[config.mk]
export PLATFORM = sky130hd
export DESIGN_NAME = pixel_wave_vertex_generator_core
export DESIGN_NICKNAME = d
export VERILOG_FILES = /design/src/hw/rtl/pwv_pkg.sv /design/src/hw/rtl/pwv_csr_regs.sv /design/src/hw/rtl/pwv_divider.sv /design/src/hw/rtl/pixel_wave_vertex_generator_core.sv
export SDC_FILE = /design/constraint.sdc
export NUM_CORES = 2
export LEC_CHECK = 0
export ABC_AREA = 1
export BUFFER_PORTS_ARGS = -buffer_cell sky130_fd_sc_hd__buf_4
export CORE_UTILIZATION = 50
export CTS_CLUSTER_SIZE = 14
export DETAILED_ROUTE_END_ITERATION = 8
export PLACE_DENSITY = 0.68
export SLEW_MARGIN = 10
export SYNTH_ARGS = -nofsm -noshare
export SYNTH_HDL_FRONTEND = slang
export SYNTH_HIERARCHICAL = 1
export SYNTH_SLANG_ARGS = --single-unit
[constraint.sdc]
create_clock -name clock -period 5.9 [get_ports clock]
set_input_delay 0.59 -clock clock [delete_from_list [all_inputs] [get_ports clock]]
set_output_delay 0.59 -clock clock [all_outputs]
set_load 0.05 [all_outputs]
[src/hw/rtl/pwv_pkg.sv]
// shared types and constants for the pixel wave vertex generator
// no dependencies; used by pwv_csr_regs, pwv_divider and the core top level
package pwv_pkg;

   localparam int MAX_VERTICES = 16;
   localparam int VERT_CAP     = (MAX_VERTICES < 16) ? MAX_VERTICES : 16;
   localparam int CNT_W        = $clog2(VERT_CAP + 1);

   // divider retires two quotient bits per cycle, 24 bits in all
   localparam int DIV_STEPS    = 12;

   localparam logic [20:0] ONE_QUARTER = 21'd65536;
   localparam logic [19:0] LEAD_MAX    = 20'hFFFFF;
   localparam logic [23:0] ONE_PIXEL   = 24'd256;

   localparam logic signed [26:0] Y_MAX = 27'sd8388607;
   localparam logic signed [26:0] Y_MIN = -27'sd8388608;

   // register indexes on the csr write channel
   localparam logic [2:0] CSR_LINE_LENGTH    = 3'd0;
   localparam logic [2:0] CSR_X_STEP         = 3'd1;
   localparam logic [2:0] CSR_ROW_PITCH      = 3'd2;
   localparam logic [2:0] CSR_AMP_GAIN       = 3'd3;
   localparam logic [2:0] CSR_PHASE_GAIN     = 3'd4;
   localparam logic [2:0] CSR_MIN_PHASE_STEP = 3'd5;
   localparam logic [2:0] CSR_MAX_PHASE_STEP = 3'd6;

   typedef struct packed {
      logic [13:0] line_length;
      logic [15:0] x_step;
      logic [23:0] row_pitch;
      logic [23:0] amp_gain;
      logic [15:0] phase_gain;
      logic [19:0] min_phase_step;
      logic [19:0] max_phase_step;
   } pwv_cfg_type;

   typedef enum logic [2:0] {
      ST_IDLE,
      ST_MUL,
      ST_LEAD,
      ST_DECIDE,
      ST_DIV_X,
      ST_DIV_A,
      ST_EMIT
   } pwv_state_type;

endpackage

[src/hw/rtl/pwv_csr_regs.sv]
// configuration register file written over the csr channel
// depends on pwv_pkg for the register indexes and the config struct
module pwv_csr_regs (
   input  logic                 clock,
   input  logic                 reset,
   input  logic                 csr_valid,
   input  logic                 csr_ready,
   input  logic [2:0]           csr_index,
   input  logic [23:0]          csr_data,
   output pwv_pkg::pwv_cfg_type cfg
);

   pwv_pkg::pwv_cfg_type cfg_ff;
   pwv_pkg::pwv_cfg_type cfg_in;

   always_comb begin
      cfg_in = cfg_ff;
      if (csr_valid && csr_ready) begin
         case (csr_index)
            pwv_pkg::CSR_LINE_LENGTH:    cfg_in.line_length    = csr_data[13:0];
            pwv_pkg::CSR_X_STEP:         cfg_in.x_step         = csr_data[15:0];
            pwv_pkg::CSR_ROW_PITCH:      cfg_in.row_pitch      = csr_data;
            pwv_pkg::CSR_AMP_GAIN:       cfg_in.amp_gain       = csr_data;
            pwv_pkg::CSR_PHASE_GAIN:     cfg_in.phase_gain     = csr_data[15:0];
            pwv_pkg::CSR_MIN_PHASE_STEP: cfg_in.min_phase_step = csr_data[19:0];
            pwv_pkg::CSR_MAX_PHASE_STEP: cfg_in.max_phase_step = csr_data[19:0];
            default: ;
         endcase
      end
   end

   always_ff @(posedge clock) begin
      if (reset) begin
         cfg_ff.line_length    <= 14'd256;
         cfg_ff.x_step         <= 16'd256;
         cfg_ff.row_pitch      <= 24'd2560;
         cfg_ff.amp_gain       <= 24'd65536;
         cfg_ff.phase_gain     <= 16'd256;
         cfg_ff.min_phase_step <= 20'd4096;
         cfg_ff.max_phase_step <= 20'd983040;
      end else begin
         cfg_ff <= cfg_in;
      end
   end

   assign cfg = cfg_ff;

endmodule

[src/hw/rtl/pwv_divider.sv]
// shared restoring divider: quotient = mag * 65536 / divisor, two bits a cycle
// depends on pwv_pkg; divisor is always above one quarter turn, so the quotient fits 24 bits
module pwv_divider (
   input  logic        clock,
   input  logic        reset,
   input  logic        start,
   input  logic [23:0] mag,
   input  logic [20:0] divisor,
   output logic        done,
   output logic [23:0] quotient
);

   logic [20:0] rem_ff, rem_in;
   logic [23:0] quo_ff, quo_in;
   logic [20:0] div_ff, div_in;
   logic [3:0]  cnt_ff, cnt_in;
   logic        busy_ff, busy_in;
   logic        done_ff, done_in;

   logic [20:0] rem_a, rem_b;
   logic        q_a, q_b;

   // one restoring step: shift in a dividend bit, subtract when it fits
   function automatic logic [21:0] div_step(input logic [20:0] rem, input logic bit_in,
                                            input logic [20:0] d);
      logic [21:0] t;
      logic [21:0] diff;
      t    = {rem, bit_in};
      diff = t - {1'b0, d};
      if (t >= {1'b0, d}) div_step = {1'b1, diff[20:0]};
      else                div_step = {1'b0, t[20:0]};
   endfunction

   always_comb begin
      {q_a, rem_a} = div_step(rem_ff, quo_ff[23], div_ff);
      {q_b, rem_b} = div_step(rem_a, quo_ff[22], div_ff);

      rem_in  = rem_ff;
      quo_in  = quo_ff;
      div_in  = div_ff;
      cnt_in  = cnt_ff;
      busy_in = busy_ff;
      done_in = 1'b0;

      if (start) begin
         // the top 16 dividend bits are below the divisor, so start there
         rem_in  = {5'd0, mag[23:8]};
         quo_in  = {mag[7:0], 16'd0};
         div_in  = divisor;
         cnt_in  = 4'(pwv_pkg::DIV_STEPS);
         busy_in = 1'b1;
      end else if (busy_ff) begin
         rem_in = rem_b;
         quo_in = {quo_ff[21:0], q_a, q_b};
         cnt_in = cnt_ff - 4'd1;
         if (cnt_ff == 4'd1) begin
            busy_in = 1'b0;
            done_in = 1'b1;
         end
      end
   end

   always_ff @(posedge clock) begin
      if (reset) begin
         busy_ff <= 1'b0;
         done_ff <= 1'b0;
         cnt_ff  <= 4'd0;
      end else begin
         busy_ff <= busy_in;
         done_ff <= done_in;
         cnt_ff  <= cnt_in;
      end
   end

   always_ff @(posedge clock) begin
      rem_ff <= rem_in;
      quo_ff <= quo_in;
      div_ff <= div_in;
   end

   assign done     = done_ff;
   assign quotient = quo_ff;

endmodule

[src/hw/rtl/pixel_wave_vertex_generator_core.sv]
// top level of the pixel wave vertex generator
// depends on pwv_pkg, pwv_csr_regs and pwv_divider

// Each request word is one pixel sampled at the next position along the current trace
// row; the core answers with the quarter-turn vertices of an intensity-modulated sine
// trace (zero to sixteen words per pixel, the final one flagged on rsp_tlast). One pixel
// is handled at a time: multiply, then clamp, then compare, then, when vertices are due,
// two passes through the shared two-bit-per-cycle divider for the x and amplitude
// steps, then one vertex per cycle while rsp_tready stays high. The last vertex sits in
// the output register while the next pixel is already being accepted. Registers are to
// be written on the csr channel only while the core is idle; the user is bound to this,
// as the core itself does not enforce it.
module pixel_wave_vertex_generator_core (
   input  logic        clock,
   input  logic        reset,

   // pixel stream
   input  logic        req_tvalid,
   output logic        req_tready,
   input  logic [7:0]  req_tdata,   // [7:0] pixel
   input  logic        req_tuser,   // [0] frame_start

   // vertex stream
   output logic        rsp_tvalid,
   input  logic        rsp_tready,
   output logic [47:0] rsp_tdata,   // [23:0] vertex_x, [47:24] vertex_y
   output logic        rsp_tuser,   // [0] reversed_row
   output logic        rsp_tlast,   // last_vertex

   // register writes
   input  logic        csr_valid,
   output logic        csr_ready,
   input  logic [2:0]  csr_index,
   input  logic [23:0] csr_data
);

   localparam int CW = pwv_pkg::CNT_W;

   pwv_pkg::pwv_cfg_type   cfg;
   pwv_pkg::pwv_state_type state_ff, state_in;

   // trace state
   logic [23:0] sample_pos_ff, sample_pos_in;
   logic [23:0] prev_x_ff, prev_x_in;
   logic [19:0] phase_lead_ff, phase_lead_in;
   logic [1:0]  quadrant_ff, quadrant_in;
   logic [23:0] prev_amp_ff, prev_amp_in;
   logic [23:0] row_offset_ff, row_offset_in;
   logic        row_rev_ff, row_rev_in;

   // per-pixel working registers
   logic [7:0]    pixel_ff, pixel_in;
   logic [23:0]   amp_ff, amp_in;
   logic [23:0]   inc_ff, inc_in;
   logic          final_ff, final_in;
   logic [20:0]   lead_ff, lead_in;
   logic [CW-1:0] count_ff, count_in;
   logic [CW-1:0] vidx_ff, vidx_in;
   logic [23:0]   dx_ff, dx_in;
   logic [23:0]   da_ff, da_in;
   logic          neg_ff, neg_in;
   logic [24:0]   base_ff, base_in;

   // output register
   logic        rsp_valid_ff, rsp_valid_in;
   logic [23:0] rsp_x_ff, rsp_x_in;
   logic [23:0] rsp_y_ff, rsp_y_in;
   logic        rsp_rev_ff, rsp_rev_in;
   logic        rsp_last_ff, rsp_last_in;

   // divider hookup
   logic        div_start;
   logic [23:0] div_mag;
   logic        div_done;
   logic [23:0] div_q;

   // combinational helpers
   logic [31:0]        amp_prod;
   logic [23:0]        inc_prod;
   logic [24:0]        next_pos;
   logic [23:0]        inc_lo;
   logic [19:0]        inc_c;
   logic [4:0]         lead_whole;
   logic [24:0]        diff;
   logic [20:0]        lead_rest;
   logic [23:0]        px_n, pa_n;
   logic [1:0]         q_n;
   logic signed [26:0] y_full;
   logic               fire;

   pwv_csr_regs u_csr (
      .clock     (clock),
      .reset     (reset),
      .csr_valid (csr_valid),
      .csr_ready (csr_ready),
      .csr_index (csr_index),
      .csr_data  (csr_data),
      .cfg       (cfg)
   );

   pwv_divider u_div (
      .clock    (clock),
      .reset    (reset),
      .start    (div_start),
      .mag      (div_mag),
      .divisor  (lead_ff),
      .done     (div_done),
      .quotient (div_q)
   );

   assign csr_ready  = 1'b1;
   assign req_tready = (state_ff == pwv_pkg::ST_IDLE);
   assign fire       = !rsp_valid_ff || rsp_tready;

   always_comb begin
      state_in      = state_ff;
      sample_pos_in = sample_pos_ff;
      prev_x_in     = prev_x_ff;
      phase_lead_in = phase_lead_ff;
      quadrant_in   = quadrant_ff;
      prev_amp_in   = prev_amp_ff;
      row_offset_in = row_offset_ff;
      row_rev_in    = row_rev_ff;
      pixel_in      = pixel_ff;
      amp_in        = amp_ff;
      inc_in        = inc_ff;
      final_in      = final_ff;
      lead_in       = lead_ff;
      count_in      = count_ff;
      vidx_in       = vidx_ff;
      dx_in         = dx_ff;
      da_in         = da_ff;
      neg_in        = neg_ff;
      base_in       = base_ff;
      rsp_valid_in  = rsp_valid_ff && !rsp_tready;
      rsp_x_in      = rsp_x_ff;
      rsp_y_in      = rsp_y_ff;
      rsp_rev_in    = rsp_rev_ff;
      rsp_last_in   = rsp_last_ff;
      div_start     = 1'b0;
      div_mag       = 24'd0;

      amp_prod   = pixel_ff * cfg.amp_gain;
      inc_prod   = pixel_ff * cfg.phase_gain;
      next_pos   = {1'b0, sample_pos_ff} + {9'd0, cfg.x_step};
      inc_lo     = (inc_ff < {4'd0, cfg.min_phase_step}) ? {4'd0, cfg.min_phase_step} : inc_ff;
      inc_c      = (inc_lo > {4'd0, cfg.max_phase_step}) ? cfg.max_phase_step : inc_lo[19:0];
      lead_whole = lead_ff[20:16];
      diff       = 25'd0;
      lead_rest  = lead_ff - 21'({count_ff, 16'd0});
      px_n       = prev_x_ff + dx_ff;
      pa_n       = prev_amp_ff + da_ff;
      q_n        = quadrant_ff + 2'd1;
      y_full     = $signed({2'b00, base_ff});
      if (q_n == 2'd1)      y_full = $signed({2'b00, base_ff}) + $signed({3'b000, pa_n});
      else if (q_n == 2'd3) y_full = $signed({2'b00, base_ff}) - $signed({3'b000, pa_n});

      case (state_ff)
         pwv_pkg::ST_IDLE: begin
            if (req_tvalid) begin
               pixel_in      = req_tdata;
               sample_pos_in = next_pos[23:0];
               if (req_tuser) begin
                  row_offset_in = 24'd0;
                  row_rev_in    = 1'b0;
               end
               state_in = pwv_pkg::ST_MUL;
            end
         end
         pwv_pkg::ST_MUL: begin
            amp_in   = amp_prod[31:8];
            inc_in   = inc_prod;
            // row ends when the following sample would reach the line end
            final_in = next_pos >= {3'd0, cfg.line_length, 8'd0};
            state_in = pwv_pkg::ST_LEAD;
         end
         pwv_pkg::ST_LEAD: begin
            lead_in  = {1'b0, phase_lead_ff} + {1'b0, inc_c};
            base_in  = {1'b0, row_offset_ff} + {2'b00, cfg.row_pitch[23:1]};
            state_in = pwv_pkg::ST_DECIDE;
         end
         pwv_pkg::ST_DECIDE: begin
            if (final_ff) begin
               sample_pos_in = pwv_pkg::ONE_PIXEL;
               prev_x_in     = pwv_pkg::ONE_PIXEL;
               phase_lead_in = 20'd0;
               quadrant_in   = 2'd0;
               prev_amp_in   = 24'd0;
               row_offset_in = row_offset_ff + cfg.row_pitch;
               row_rev_in    = !row_rev_ff;
               state_in      = pwv_pkg::ST_IDLE;
            end else if (lead_ff <= pwv_pkg::ONE_QUARTER) begin
               phase_lead_in = lead_ff[19:0];
               state_in      = pwv_pkg::ST_IDLE;
            end else begin
               count_in  = (lead_whole > 5'(pwv_pkg::VERT_CAP)) ? CW'(pwv_pkg::VERT_CAP)
                                                                : CW'(lead_whole);
               vidx_in   = '0;
               diff      = {1'b0, sample_pos_ff} - {1'b0, prev_x_ff};
               neg_in    = diff[24];
               div_mag   = diff[24] ? 24'(-diff) : diff[23:0];
               div_start = 1'b1;
               state_in  = pwv_pkg::ST_DIV_X;
            end
         end
         pwv_pkg::ST_DIV_X: begin
            if (div_done) begin
               dx_in     = neg_ff ? -div_q : div_q;
               diff      = {1'b0, amp_ff} - {1'b0, prev_amp_ff};
               neg_in    = diff[24];
               div_mag   = diff[24] ? 24'(-diff) : diff[23:0];
               div_start = 1'b1;
               state_in  = pwv_pkg::ST_DIV_A;
            end
         end
         pwv_pkg::ST_DIV_A: begin
            if (div_done) begin
               da_in    = neg_ff ? -div_q : div_q;
               state_in = pwv_pkg::ST_EMIT;
            end
         end
         pwv_pkg::ST_EMIT: begin
            if (fire) begin
               prev_x_in    = px_n;
               prev_amp_in  = pa_n;
               quadrant_in  = q_n;
               rsp_valid_in = 1'b1;
               rsp_x_in     = px_n;
               if (y_full > pwv_pkg::Y_MAX)      rsp_y_in = 24'h7FFFFF;
               else if (y_full < pwv_pkg::Y_MIN) rsp_y_in = 24'h800000;
               else                              rsp_y_in = y_full[23:0];
               rsp_rev_in   = row_rev_ff;
               rsp_last_in  = (CW'(vidx_ff + 1'b1) == count_ff);
               vidx_in      = CW'(vidx_ff + 1'b1);
               if (CW'(vidx_ff + 1'b1) == count_ff) begin
                  // unemitted quarters stay in the lead
                  phase_lead_in = (lead_rest > {1'b0, pwv_pkg::LEAD_MAX}) ? pwv_pkg::LEAD_MAX
                                                                          : lead_rest[19:0];
                  state_in      = pwv_pkg::ST_IDLE;
               end
            end
         end
         default: state_in = pwv_pkg::ST_IDLE;
      endcase
   end

   always_ff @(posedge clock) begin
      if (reset) begin
         state_ff      <= pwv_pkg::ST_IDLE;
         sample_pos_ff <= pwv_pkg::ONE_PIXEL;
         prev_x_ff     <= pwv_pkg::ONE_PIXEL;
         phase_lead_ff <= 20'd0;
         quadrant_ff   <= 2'd0;
         prev_amp_ff   <= 24'd0;
         row_offset_ff <= 24'd0;
         row_rev_ff    <= 1'b0;
         rsp_valid_ff  <= 1'b0;
      end else begin
         state_ff      <= state_in;
         sample_pos_ff <= sample_pos_in;
         prev_x_ff     <= prev_x_in;
         phase_lead_ff <= phase_lead_in;
         quadrant_ff   <= quadrant_in;
         prev_amp_ff   <= prev_amp_in;
         row_offset_ff <= row_offset_in;
         row_rev_ff    <= row_rev_in;
         rsp_valid_ff  <= rsp_valid_in;
      end
   end

   always_ff @(posedge clock) begin
      pixel_ff    <= pixel_in;
      amp_ff      <= amp_in;
      inc_ff      <= inc_in;
      final_ff    <= final_in;
      lead_ff     <= lead_in;
      count_ff    <= count_in;
      vidx_ff     <= vidx_in;
      dx_ff       <= dx_in;
      da_ff       <= da_in;
      neg_ff      <= neg_in;
      base_ff     <= base_in;
      rsp_x_ff    <= rsp_x_in;
      rsp_y_ff    <= rsp_y_in;
      rsp_rev_ff  <= rsp_rev_in;
      rsp_last_ff <= rsp_last_in;
   end

   assign rsp_tvalid = rsp_valid_ff;
   assign rsp_tdata  = {rsp_y_ff, rsp_x_ff};
   assign rsp_tuser  = rsp_rev_ff;
   assign rsp_tlast  = rsp_last_ff;

   // one pixel at a time: a taken word closes the input until the pixel is done
   a_one_at_a_time: assert property (@(posedge clock) disable iff (reset)
      req_tvalid && req_tready |=> !req_tready)
      else $error("pixel accepted while previous pixel in flight");

   // divider results only show up where the sequencer waits for them
   a_div_done_expected: assert property (@(posedge clock) disable iff (reset)
      div_done |-> (state_ff == pwv_pkg::ST_DIV_X || state_ff == pwv_pkg::ST_DIV_A))
      else $error("divider finished outside a divide state");

   // vertex counter never runs past the count fixed for this pixel
   a_emit_bounds: assert property (@(posedge clock) disable iff (reset)
      state_ff == pwv_pkg::ST_EMIT |-> (count_ff != '0 && vidx_ff < count_ff))
      else $error("vertex index out of range");

endmodule
==> impl_results.md <==
- Combinational share of power: 43.7%
- Setup ws final: 0.459 ns
- Multi-input gate area: 30700 sq um
- Gpl congestion: 0.972
- Final #Nets: 7497
- Fin crit share: 92.2%
- Commonest non-fill, non-tap cells in the layout: nand2_1 (1699), inv_1 (1026), a21oi_1 (599)
- Synth Register Bits: 541
- CP Launch Type: flop
- NetSw: 6.96 mW
- Crit path kind: reg2reg
- Synth-to-Final Area Change: 7.96%
- Hold_buf cts: 0
- Least-Margin Pin Slew: 1.20 ns
- Final hold vios: 0
- Post-synth top flop: dfxtp_1
- Number of port buffers: 92
- TritonCTS clock tree: yes
- RSZ-0062 raised after global routing: no
- Static Leak: 26.1 nW
- First-pass GRT wire length: 232 mm
- Hold Path Class: in2reg
- Worst-path clk slew: 0.06 ns
- Worst ir drop on vdd: 274 uV
- Final Util: 54.7%
- Vias in the first global route: 42000
- CTS Root Buffer Type: clkbuf_16
- Setup tns final: 0 ns
- # fillers: 9480
- Overall Global Routing Usage: 29.6%
- Crit path max fanout: 22
- WP data required: 6.27 ns
- Std cell rows: 114
- CTS buffer count: 67
- Setup crit end kind: flop
- Hold Path Stages: 1
- I/O Pins: 94
- Max-cap viol count: 0
- Drt drc: 1
- CTS sink count: 541
- Clock latency on the worst-skew pair: 0.64 ns
- Hold path startpoint: req_tdata[7]
- CTS max path bufs: 3
- Post-Syn Area: 49100 sq um
- Storage element area: 13400 sq um
- Core area: 97000 sq um
- Synth area leader: edfxtp_1
- Largest cells by area after synthesis: edfxtp_1 (16%), nand2_1 (13%), dfxtp_1 (12%)
- Starting Density: 50.6%
- Commonest non-fill, non-tap cell in the layout: nand2_1
- Global route overflow: 0
- Yosys warns: 6
- Initial antenna violation count: 3
- Distinct cells, synth: 69
- Pre-CTS setup slack: 0.117 ns
- Worst r2r src: pixel_ff[3]
- Die height: 315 microns
- Int Pwr: 9.25 mW
- Final setup violation count: 0
- Pwr dens: 306 nW/um^2
- Largest net degree at the start of global routing: 156
- CP startpoint: pixel_ff[3]
- Fmax: 0.184 GHz
- Min Tclk post-route: 5.44 ns
- Seq/Total Area, Yosys: 27.3%
- Slew Viols, Final: 0
- Ys async rst share: 0%
- Initial DRC count: 3622
- Pre-antenna DRT Iters: 9
- Power share of the clock group: 25.9%
- Worst Skew: 0.0238 ns
- Routed wire length: 147 mm
- Post-synth EDFFs: 257
- DP HPWL: 116 mm
- Critical R2R Capture: amp_ff[23]
- Violated checks: design-rule violations
- Worst reg-to-reg setup slack: 0.46 ns
- Post-synthesis cell count: 6815
- Vias per cell: 5.46
- H-tree depth: 3
- Synth top area share: 15.7%
- Mean area per synthesized cell: 7.21 sq um
- Routed len/inst: 18.1 microns
- Die ar.: 99500 sq um
- Flop pwr share: 30.4%
- Post-route ant nets: 0
- Layout cells sized above 1: 6.31%
- Slew margin rel.: 19.7%
- Critical Path AT: 5.81 ns
- Switching share of power: 42.9%
- Reg2reg path depth: 14
- Die width: 315 microns
- DR vias: 44400
- Outcome: finished, violations left
- Worst Hold End: pixel_ff[7]
## registers in the layout, indices dropped and copies added (netlist names), 24 cells and up
register        count
row_offset_ff      24
rsp_y_ff           24
base_ff            25
amp_ff             24
prev_x_ff          24
inc_ff             24
prev_amp_ff        24
dx_ff              24
rsp_x_ff           24
u_div/quotient     24
sample_pos_ff      24
u_csr/cfg         134
da_ff              24
## worst max-delay path, stage by stage (launching register included)
cell	delay, ns
edfxtp_1	0.94
buf_4	0.36
nand2_1	0.08
inv_1	0.09
fa_1	0.43
fa_1	0.49
fa_1	0.53
fa_1	0.50
ha_1	0.41
nand4_1	0.16
nor3_1	0.23
nand2_1	0.08
o21ai_0	0.50
a21oi_1	0.18
xor2_1	0.18
## worst max-delay path by stage
stage,slack [ns],depth (start not counted),end
6_report,0.46,14,amp_ff[23]
5_1_grt,0.02,35,lead_ff[18]
4_1_cts,0.09,32,lead_ff[18]
3_5_place_dp,0.12,32,lead_ff[18]
3_3_place_gp,0.17,31,lead_ff[18]
2_1_floorplan,0.83,34,lead_ff[18]
## synthesized netlist by cell type, types with 21 or more instances
master	instances
xnor2_1	87
o21bai_1	25
a21oi_1	599
nand2_2	52
xor2_1	142
nand4_1	67
inv_1	1026
ha_1	425
nor3_1	71
o21ai_0	314
nand3_1	405
nor2_1	516
nand2_1	1701
dfxtp_1	284
clkbuf_2	38
a21o_1	24
fa_1	228
o22ai_1	27
buf_2	70
edfxtp_1	257
clkbuf_1	94
nor2_2	21
inv_2	32
o21ai_1	39
a31oi_1	34
## timing repair
item / 4_1_cts / 5_1_grt
setup buffers: 0 / 3
endpoints found under the setup margin: 0 / 6
gates resized for setup: 0 / 19
## power groups by stage
stage / registers, mW / clock network [mW] / logic, mW
floorplan: 4.78 / 0 / 5.32
global placement: 4.98 / 0 / 6.89
detailed placement: 4.99 / 0 / 6.94
CTS: 4.91 / 4.27 / 6.99
global route: 4.96 / 4.40 / 7.90
finish: 4.93 / 4.20 / 7.08
## through the flow
step	cells	hold WS, ns	power, mW	cell area, sq um
floorplan	6817	0.408	10.1	49100
global placement	8007	0.433	11.9	50800
detailed placement	8007	0.446	11.9	50800
CTS	8130	0.100	16.2	53000
global route	8134	0.108	17.3	53000
finish	8134	0.136	16.2	53000
## metal layers
layer / GRT usage, % / part of all wire [%] / wire [microns]
met5: 0 / 0.012 / 17
met1: 41.1 / 46 / 67100
met2: 47.7 / 45 / 66400
met4: 8.21 / 2.7 / 3940
met3: 4.57 / 6.8 / 9970
## kinds of logic after synthesis
family	share of synthesized area, %
AOI/OAI and AO/OA	12.7
xor gates and xnor gates	4.12
adders and majority gates	20.1
buffers and inverters	10.4
DFF	27.3
other	0.00763
and+or+nand+nor	25.4
## area by class of cell
cell class / instances / share of cell area [%]
flip-flops and latches: 541 / 25.3
repair buffers: 148 / 2.12
well taps: 1276 / 3.01
clock buffers: 85 / 3.43
clock inverters: 38 / 0.731
multi-input cells: 4980 / 57.9
diodes: 1 / 0.00472
inverters: 1065 / 7.54
Note: power is estimated with default switching activity, not from simulation.
